$ cat config.mk
export PLATFORM = sky130hd
export DESIGN_NAME = html_text_escaper
export DESIGN_NICKNAME = d
export VERILOG_FILES = /design/src/rtl/core/hte_pkg.sv /design/src/rtl/core/html_text_escaper.sv /design/src/rtl/core/hte_front.sv /design/src/rtl/core/hte_fifo.sv /design/src/rtl/core/hte_back.sv
export SDC_FILE = /design/constraint.sdc
export NUM_CORES = 1
export LEC_CHECK = 0
export BUFFER_PORTS_ARGS = -buffer_cell sky130_fd_sc_hd__buf_2
export CAP_MARGIN = 20
export CORE_UTILIZATION = 60
export CTS_BUF_LIST = sky130_fd_sc_hd__clkbuf_4
export DETAILED_ROUTE_END_ITERATION = 6
export GPL_TIMING_DRIVEN = 0
export PLACE_DENSITY = 0.78
export RECOVER_POWER = 25
export SYNTH_ARGS = -nofsm -noshare
export SYNTH_HDL_FRONTEND = slang
export SYNTH_HIERARCHICAL = 1
export SYNTH_SLANG_ARGS = --single-unit
$ cat constraint.sdc
create_clock -name clk -period 4.7 [get_ports clk]
set_input_delay 0.705 -clock clk [delete_from_list [all_inputs] [get_ports clk]]
set_output_delay 0.705 -clock clk [all_outputs]
set_load 0.005 [all_outputs]
$ cat src/rtl/core/hte_pkg.sv
// Types, constants and byte functions shared by the HTML text escaper.
`default_nettype none
package hte_pkg;

	localparam int WIN_DEPTH = 6;
	localparam int WIN_SLOTS = WIN_DEPTH + 1;
	localparam int Q_DEPTH   = 4;
	localparam int Q_PTR_W   = $clog2(Q_DEPTH);

	typedef logic [WIN_SLOTS-1:0][7:0] win_t;

	localparam logic [7:0] CH_AMP = "&";
	localparam logic [7:0] CH_LT  = "<";

	// Strings are stored with their first character at index 0.
	localparam logic [6:0][7:0] PAT_OPEN  = "ferh a<";
	localparam logic [2:0][7:0] PAT_CLOSE = "a/<";
	localparam logic [3:0][7:0] ENT_LT    = ";tl&";
	localparam logic [4:0][7:0] ENT_AMP   = ";pma&";

	typedef enum logic [1:0] {
		KIND_PLAIN = 2'd0,
		KIND_LT    = 2'd1,
		KIND_AMP   = 2'd2
	} kind_t;

	typedef struct packed {
		logic [7:0] data;
		kind_t      kind;
		logic       lstep;
		logic       ltext;
	} unit_t;

	function automatic logic [7:0] fold(input logic [7:0] c);
		if (c >= "A" && c <= "Z") begin
			return c | 8'h20;
		end
		return c;
	endfunction

	// Decide how the oldest byte of b is written out; avail counts known bytes.
	function automatic kind_t classify(input win_t b, input logic [2:0] avail);
		logic open_hit;
		logic close_hit;
		open_hit  = (avail == 3'd7);
		close_hit = (avail >= 3'd3);
		for (int i = 0; i < 7; i++) begin
			if (fold(b[i]) != PAT_OPEN[i]) open_hit = 1'b0;
		end
		for (int i = 0; i < 3; i++) begin
			if (fold(b[i]) != PAT_CLOSE[i]) close_hit = 1'b0;
		end
		if (b[0] == CH_AMP) return KIND_AMP;
		if (b[0] == CH_LT && !open_hit && !close_hit) return KIND_LT;
		return KIND_PLAIN;
	endfunction

	function automatic logic [7:0] unit_byte(input unit_t u, input logic [2:0] beat);
		case (u.kind)
			KIND_AMP: return ENT_AMP[beat];
			KIND_LT:  return ENT_LT[beat[1:0]];
			default:  return u.data;
		endcase
	endfunction

	function automatic logic unit_done(input kind_t k, input logic [2:0] beat);
		case (k)
			KIND_AMP: return beat == 3'd4;
			KIND_LT:  return beat == 3'd3;
			default:  return 1'b1;
		endcase
	endfunction

endpackage
`default_nettype wire

$ cat src/rtl/core/html_text_escaper.sv
// HTML text escaper: takes one nonzero text byte per item and writes
// '&' as "&amp;" and '<' as "&lt;" unless the text at it reads "<a href" or
// "</a" (ASCII letters without regard to case). A byte is decided once six later
// bytes are known, so output lags input by up to six bytes. The input takes one
// item per cycle while s_tready is high; an item with tlast flushes the window,
// holding s_tready low while its held bytes (up to seven) enter a four-entry
// queue as units. The output side sends one byte per cycle while m_tready
// allows, so an '&' becomes five bytes and an escaped '<' four; when the queue
// fills, s_tready drops. A zero byte is dropped; with tlast on an empty
// window it yields nothing. m_tuser marks the last byte caused by an input
// item, m_tlast the final byte of the text.
`default_nettype none
module html_text_escaper
	import hte_pkg::*;
(
	input  wire logic       clk,
	input  wire logic       arst_n,
	input  wire logic       s_tvalid,
	output logic            s_tready,
	input  wire logic [7:0] s_tdata,   // [7:0] char_in
	input  wire logic       s_tlast,   // end_of_text
	output logic            m_tvalid,
	input  wire logic       m_tready,
	output logic [7:0]      m_tdata,   // [7:0] out_byte
	output logic            m_tlast,   // last_of_text
	output logic            m_tuser    // last_of_step
);

	logic  push;
	unit_t push_unit;
	logic  pop;
	logic  q_full;
	logic  q_empty;
	unit_t head;

	hte_front u_front (
		.clk       (clk),
		.arst_n    (arst_n),
		.s_tvalid  (s_tvalid),
		.s_tready  (s_tready),
		.s_tdata   (s_tdata),
		.s_tlast   (s_tlast),
		.q_full    (q_full),
		.push      (push),
		.push_unit (push_unit)
	);

	hte_fifo u_fifo (
		.clk       (clk),
		.arst_n    (arst_n),
		.push      (push),
		.push_unit (push_unit),
		.pop       (pop),
		.full      (q_full),
		.empty     (q_empty),
		.head      (head)
	);

	hte_back u_back (
		.clk      (clk),
		.arst_n   (arst_n),
		.q_empty  (q_empty),
		.head     (head),
		.pop      (pop),
		.m_tvalid (m_tvalid),
		.m_tready (m_tready),
		.m_tdata  (m_tdata),
		.m_tlast  (m_tlast),
		.m_tuser  (m_tuser)
	);

endmodule
`default_nettype wire

$ cat src/rtl/core/hte_front.sv
// Front end: lookahead window, unit classification and end-of-text flush.
`default_nettype none
module hte_front
	import hte_pkg::*;
(
	input  wire logic       clk,
	input  wire logic       arst_n,
	input  wire logic       s_tvalid,
	output logic            s_tready,
	input  wire logic [7:0] s_tdata,   // [7:0] char_in
	input  wire logic       s_tlast,   // end_of_text
	input  wire logic       q_full,
	output logic            push,
	output unit_t           push_unit
);

	typedef enum logic [1:0] {
		ST_TAKE  = 2'b01,
		ST_FLUSH = 2'b10
	} front_state_t;

	front_state_t state_q;
	logic [2:0]   cnt_q;
	win_t         win_q;

	logic       take;
	logic       nz;
	logic       flushing;
	logic [2:0] flush_cnt;
	win_t       cls_buf;
	logic [2:0] cls_avail;

	always_comb begin
		flushing  = (state_q == ST_FLUSH);
		s_tready  = !flushing && !q_full;
		take      = s_tvalid && s_tready;
		nz        = (s_tdata != 8'd0);
		flush_cnt = cnt_q + {2'b00, nz};
		cls_buf   = flushing ? win_q : {s_tdata, win_q[WIN_DEPTH-1:0]};
		cls_avail = flushing ? cnt_q : 3'(WIN_SLOTS);
		push      = flushing ? !q_full
		                     : (take && !s_tlast && nz && cnt_q == 3'(WIN_DEPTH));
		push_unit.data  = cls_buf[0];
		push_unit.kind  = classify(cls_buf, cls_avail);
		push_unit.lstep = !flushing || cnt_q == 3'd1;
		push_unit.ltext = flushing && cnt_q == 3'd1;
	end

	always_ff @(posedge clk or negedge arst_n) begin
		if (!arst_n) begin
			state_q <= ST_TAKE;
			cnt_q   <= 3'd0;
		end else begin
			case (state_q)
				ST_TAKE: begin
					if (take && s_tlast) begin
						cnt_q <= flush_cnt;
						if (flush_cnt != 3'd0) state_q <= ST_FLUSH;
					end else if (take && nz && cnt_q != 3'(WIN_DEPTH)) begin
						cnt_q <= cnt_q + 3'd1;
					end
				end
				ST_FLUSH: begin
					if (!q_full) begin
						cnt_q <= cnt_q - 3'd1;
						if (cnt_q == 3'd1) state_q <= ST_TAKE;
					end
				end
				default: begin
					state_q <= ST_TAKE;
					cnt_q   <= 3'd0;
				end
			endcase
		end
	end

	// Window bytes carry no reset: slots at or above the count are never used.
	always_ff @(posedge clk) begin
		if (flushing) begin
			if (!q_full) win_q[WIN_SLOTS-2:0] <= win_q[WIN_SLOTS-1:1];
		end else if (take && nz) begin
			if (!s_tlast && cnt_q == 3'(WIN_DEPTH)) begin
				win_q[WIN_DEPTH-2:0]   <= win_q[WIN_DEPTH-1:1];
				win_q[WIN_DEPTH-1]     <= s_tdata;
			end else begin
				win_q[cnt_q] <= s_tdata;
			end
		end
	end

endmodule
`default_nettype wire

$ cat src/rtl/core/hte_fifo.sv
// Short queue of classified units between front and back end.
`default_nettype none
module hte_fifo
	import hte_pkg::*;
(
	input  wire logic  clk,
	input  wire logic  arst_n,
	input  wire logic  push,
	input  wire unit_t push_unit,
	input  wire logic  pop,
	output logic       full,
	output logic       empty,
	output unit_t      head
);

	unit_t              mem_q [Q_DEPTH];
	logic [Q_PTR_W-1:0] wr_q;
	logic [Q_PTR_W-1:0] rd_q;
	logic [Q_PTR_W:0]   cnt_q;

	assign full  = (cnt_q == (Q_PTR_W+1)'(Q_DEPTH));
	assign empty = (cnt_q == '0);
	assign head  = mem_q[rd_q];

	always_ff @(posedge clk or negedge arst_n) begin
		if (!arst_n) begin
			wr_q  <= '0;
			rd_q  <= '0;
			cnt_q <= '0;
		end else begin
			if (push) wr_q <= wr_q + Q_PTR_W'(1);
			if (pop)  rd_q <= rd_q + Q_PTR_W'(1);
			case ({push, pop})
				2'b10:   cnt_q <= cnt_q + (Q_PTR_W+1)'(1);
				2'b01:   cnt_q <= cnt_q - (Q_PTR_W+1)'(1);
				default: cnt_q <= cnt_q;
			endcase
		end
	end

	always_ff @(posedge clk) begin
		if (push) mem_q[wr_q] <= push_unit;
	end

endmodule
`default_nettype wire

$ cat src/rtl/core/hte_back.sv
// Back end: expands each unit into its output bytes behind an output register.
`default_nettype none
module hte_back
	import hte_pkg::*;
(
	input  wire logic       clk,
	input  wire logic       arst_n,
	input  wire logic       q_empty,
	input  wire unit_t      head,
	output logic            pop,
	output logic            m_tvalid,
	input  wire logic       m_tready,
	output logic [7:0]      m_tdata,   // [7:0] out_byte
	output logic            m_tlast,   // last_of_text
	output logic            m_tuser    // last_of_step
);

	logic [2:0] beat_q;
	logic       load;
	logic       done;

	always_comb begin
		load = !q_empty && (!m_tvalid || m_tready);
		done = unit_done(head.kind, beat_q);
		pop  = load && done;
	end

	always_ff @(posedge clk or negedge arst_n) begin
		if (!arst_n) begin
			m_tvalid <= 1'b0;
			beat_q   <= 3'd0;
		end else begin
			if (load) begin
				m_tvalid <= 1'b1;
				beat_q   <= done ? 3'd0 : beat_q + 3'd1;
			end else if (m_tready) begin
				m_tvalid <= 1'b0;
			end
		end
	end

	// Flags ride only on the final byte of a unit.
	always_ff @(posedge clk) begin
		if (load) begin
			m_tdata <= unit_byte(head, beat_q);
			m_tuser <= done && head.lstep;
			m_tlast <= done && head.ltext;
		end
	end

endmodule
`default_nettype wire

==> flow_summary.toml <==
[pwr]
ir_drop_mv = 0.3136
power_switching_uw = 1501
pwr-share-clk = 0.188
p_leak_uw = 0.002689
switching_share = 0.3506
pwr_density_cell_mw_per_mm2 = 617.0
power_frac_seq = 0.435
intPower_uw = 2779
p_comb_frac = 0.376

[grt]
grt_first_pass_wirelength_um = 20930
grt-ovfl-total = 0
grt_pass1_vias = 4279
grt_max_degree = 17
antenna_found_initial = 0
grt_use_total = 0.2516

[clock_tree]
cts_setup_buffers = 0
root_buffer = "clkbuf_4"
cts_tree = "yes"
clk_pin_slew_ns = 0.10
clk_path_buf_depth = 2
post_cts_resized = 0
numClockSinks = 130
cts_buffers = 17
htreeDepth = 4
clk_latency_ns = 0.51
ctsHoldBuffers = 0

[finish]
final_area_mm2 = 0.006937
drive_gt1_frac = 0.1687
nets = 591
area_growth_pct = 8.813
diodes = 0

[place]
dpl-instance-area_mm2 = 0.006665
io_buffer_count = 24
globalplace.congestion = 0.8591
dp_hpwl_um = 8837

[synth]
synth_top_area_cell = "edfxtp_1"
ys_ff_latch = 130
ys_types = 64
ys_seq_area_frac = 0.6000
synth_area_mm2 = 0.006375
synth_edf_count = 114
synth_nets = 548
synthArstFlopShare = 0.1231
syn-instance-count = 513
synth_ff_type = "edfxtp_1"
ys_warn_count = 6
yosysMostFrequentCell = "edfxtp_1"
synth_area_leaders = "edfxtp_1, dfrtp_1, nand2_1"
syn-mean-instance-area_um2 = 12.43
yosys.area.top_type_share = 0.5370
synthTopCellsByCount = "edfxtp_1, nand2_1, nand3_1, inv_1, nor2_1"

[drt]
postRouteAntennaNets = 0
wirelength_um = 12570
first_pass_iters = 5
dr.first_iter.drc_count = 395
vias_per_cell = 5.974
routedWlPerCell_um = 17.83
via_count = 4212
drc = 0

[timing]
finalClockSkew_ns = 0.01776
maxSlewHeadroom = 0.3568
finalCritPeriodShare = 0.7933
tns_ns = 0
worst_pin_slew_ns = 0.9613
hold_viol = 0
rsz0062_at_grt = "no"
setup_viol = 0
fin_crit_ns = 3.729
maxSlewViolCount = 0
fmax_ghz = 0.2682

[outcome]
status = "completed"

[min_path]
min_path_type = "in -> async"

[setup_path]
rr_worst_depth = 15
cp-end-kind = "flop"
crit_type = "reg -> reg"
r2r-end = "u_fifo/cnt_q[2]"
worstSetupStartpoint = "u_fifo/rd_q[0]"
reg2reg_from = "u_fifo/rd_q[0]"
crit_path_max_fanout = 10
crit_path_start_kind = "flop"
cp.required_ns = 5.14
endpoint = "u_fifo/cnt_q[2]"
crit_arrival_ns = 4.17
rrSetupSlack_ns = 0.97

[die]
rows = 37
core_area_mm2 = 0.01032
io_pins = 25
dieWidth_um = 105.1
die_area_mm2 = 0.01104
start_util = 0.6175
die_h_um = 105.1

[flow_run]
drv_cap = 0
[layer usage]
| metal | track usage | up-vias | routed length (um) |
|---|---|---|---|
| met1 | 0.3272 | 2036 | 5079 |
| met3 | 0.06238 | 26 | 941 |
| li1 | - | 1953 | - |
| met2 | 0.4049 | 197 | 6306 |
| met4 | 0.1066 | 0 | 242 |
| met5 | 0 | - | 0 |
[layout make-up]
class	instances	area, um2
fill	721	3387
clock buffer	19	142.6
timing repair buffer	24	113.9
sequential	130	3825
inverter	25	93.84
multi-input combinational	322	2207
tap	136	170.2
clock inverter	13	166.4
buffer	36	217.7
[how the worst min path moves through the flow]
| stage | slack, ns | end | start | cells after the start |
|---|---|---|---|---|
| global route | 0.31 | u_front/win_q[55] | s_tdata[7] | 1 |
| global placement | 0.48 | u_fifo/cnt_q[2] | u_fifo/cnt_q[2] | 1 |
| detailed placement | 0.48 | u_fifo/cnt_q[2] | u_fifo/cnt_q[2] | 1 |
| CTS | 0.07 | u_front/state_q[1] | arst_n | 1 |
| finish | 0.29 | u_front/state_q[1] | arst_n | 1 |
| floorplan | 0.41 | u_back/beat_q[0] | arst_n | 0 |
[power groups by stage]
stage                     Combinational [uW]  Clock, uW  Sequential [uW]
after floorplan                         1240          0             1840
after global placement                  1550          0             1870
after detailed placement                1630          0             1890
after CTS                               1640        823             1860
after global routing                    1800        869             1890
final                                   1610        806             1860
[cell usage in the layout (no fill, tap or decap), drive strengths merged, types with 4 or more instances in the layout]
cell type,n
nor2b,7
and2,5
nor3,11
a22o,8
edfxtp,114
clkinv,9
xor2,5
inv,25
nand3,33
buf,43
mux4,12
a211o,4
clkbuf,36
dfrtp,15
ha,21
nand3b,4
nor4b,5
nor4,6
a21oi,15
nor2,27
nand2,95
bufinv,4
o21ai,17
[cells by family (layout without fill, tap and decap cells)]
family	count (synthesis)	in the layout	synth area share
AND/OR/NAND/NOR	211	211	0.1680
multiplexers	17	17	0.05358
AO/OA/AOI/OAI	64	64	0.06928
adder cells (fa/ha/maj)	22	22	0.04436
buffers and inverters	61	117	0.05378
flip-flops	130	130	0.6000
XOR/XNOR	8	8	0.01099
[registers in the layout, summed over array words and instances, names as in the netlist]
name and cells:
u_front/win_q 56, u_fifo/mem_q 48, u_back/m_tdata 8, u_back/beat_q 3
u_fifo/cnt_q 3, u_front/cnt_q 3, u_fifo/rd_q 2, u_fifo/wr_q 2
u_front/state_q 2, u_back/m_tlast 1, u_back/m_tuser 1, u_back/m_tvalid 1
[critical path: stages, from the launching register on]
cell,delay [ns]
dfrtp_1,0.35
buf_6,0.13
buf_12,0.15
mux4_2,0.53
inv_1,0.08
ha_1,0.30
ha_1,0.28
nor2_1,0.13
a21oi_2,0.12
nor3_1,0.44
ha_1,0.29
inv_1,0.06
fa_1,0.37
xor2_1,0.15
nor2_1,0.11
xor2_1,0.15
[per-stage QoR]
step             util  setup WS [ns]  hold WS [ns]  power [uW]  cells
2_1_floorplan       -          1.408        0.4094        3074    513
3_3_place_gp   0.6456          1.036        0.4812        3424    673
3_5_place_dp   0.6456         0.9733        0.4847        3517    673
4_1_cts        0.6756         0.9467       0.06648        4325    705
5_1_grt        0.6719         0.6997        0.3137        4562    705
6_report       0.6719         0.9714        0.2943        4280    705
No activity file was read; power rests on OpenSTA's default activity.
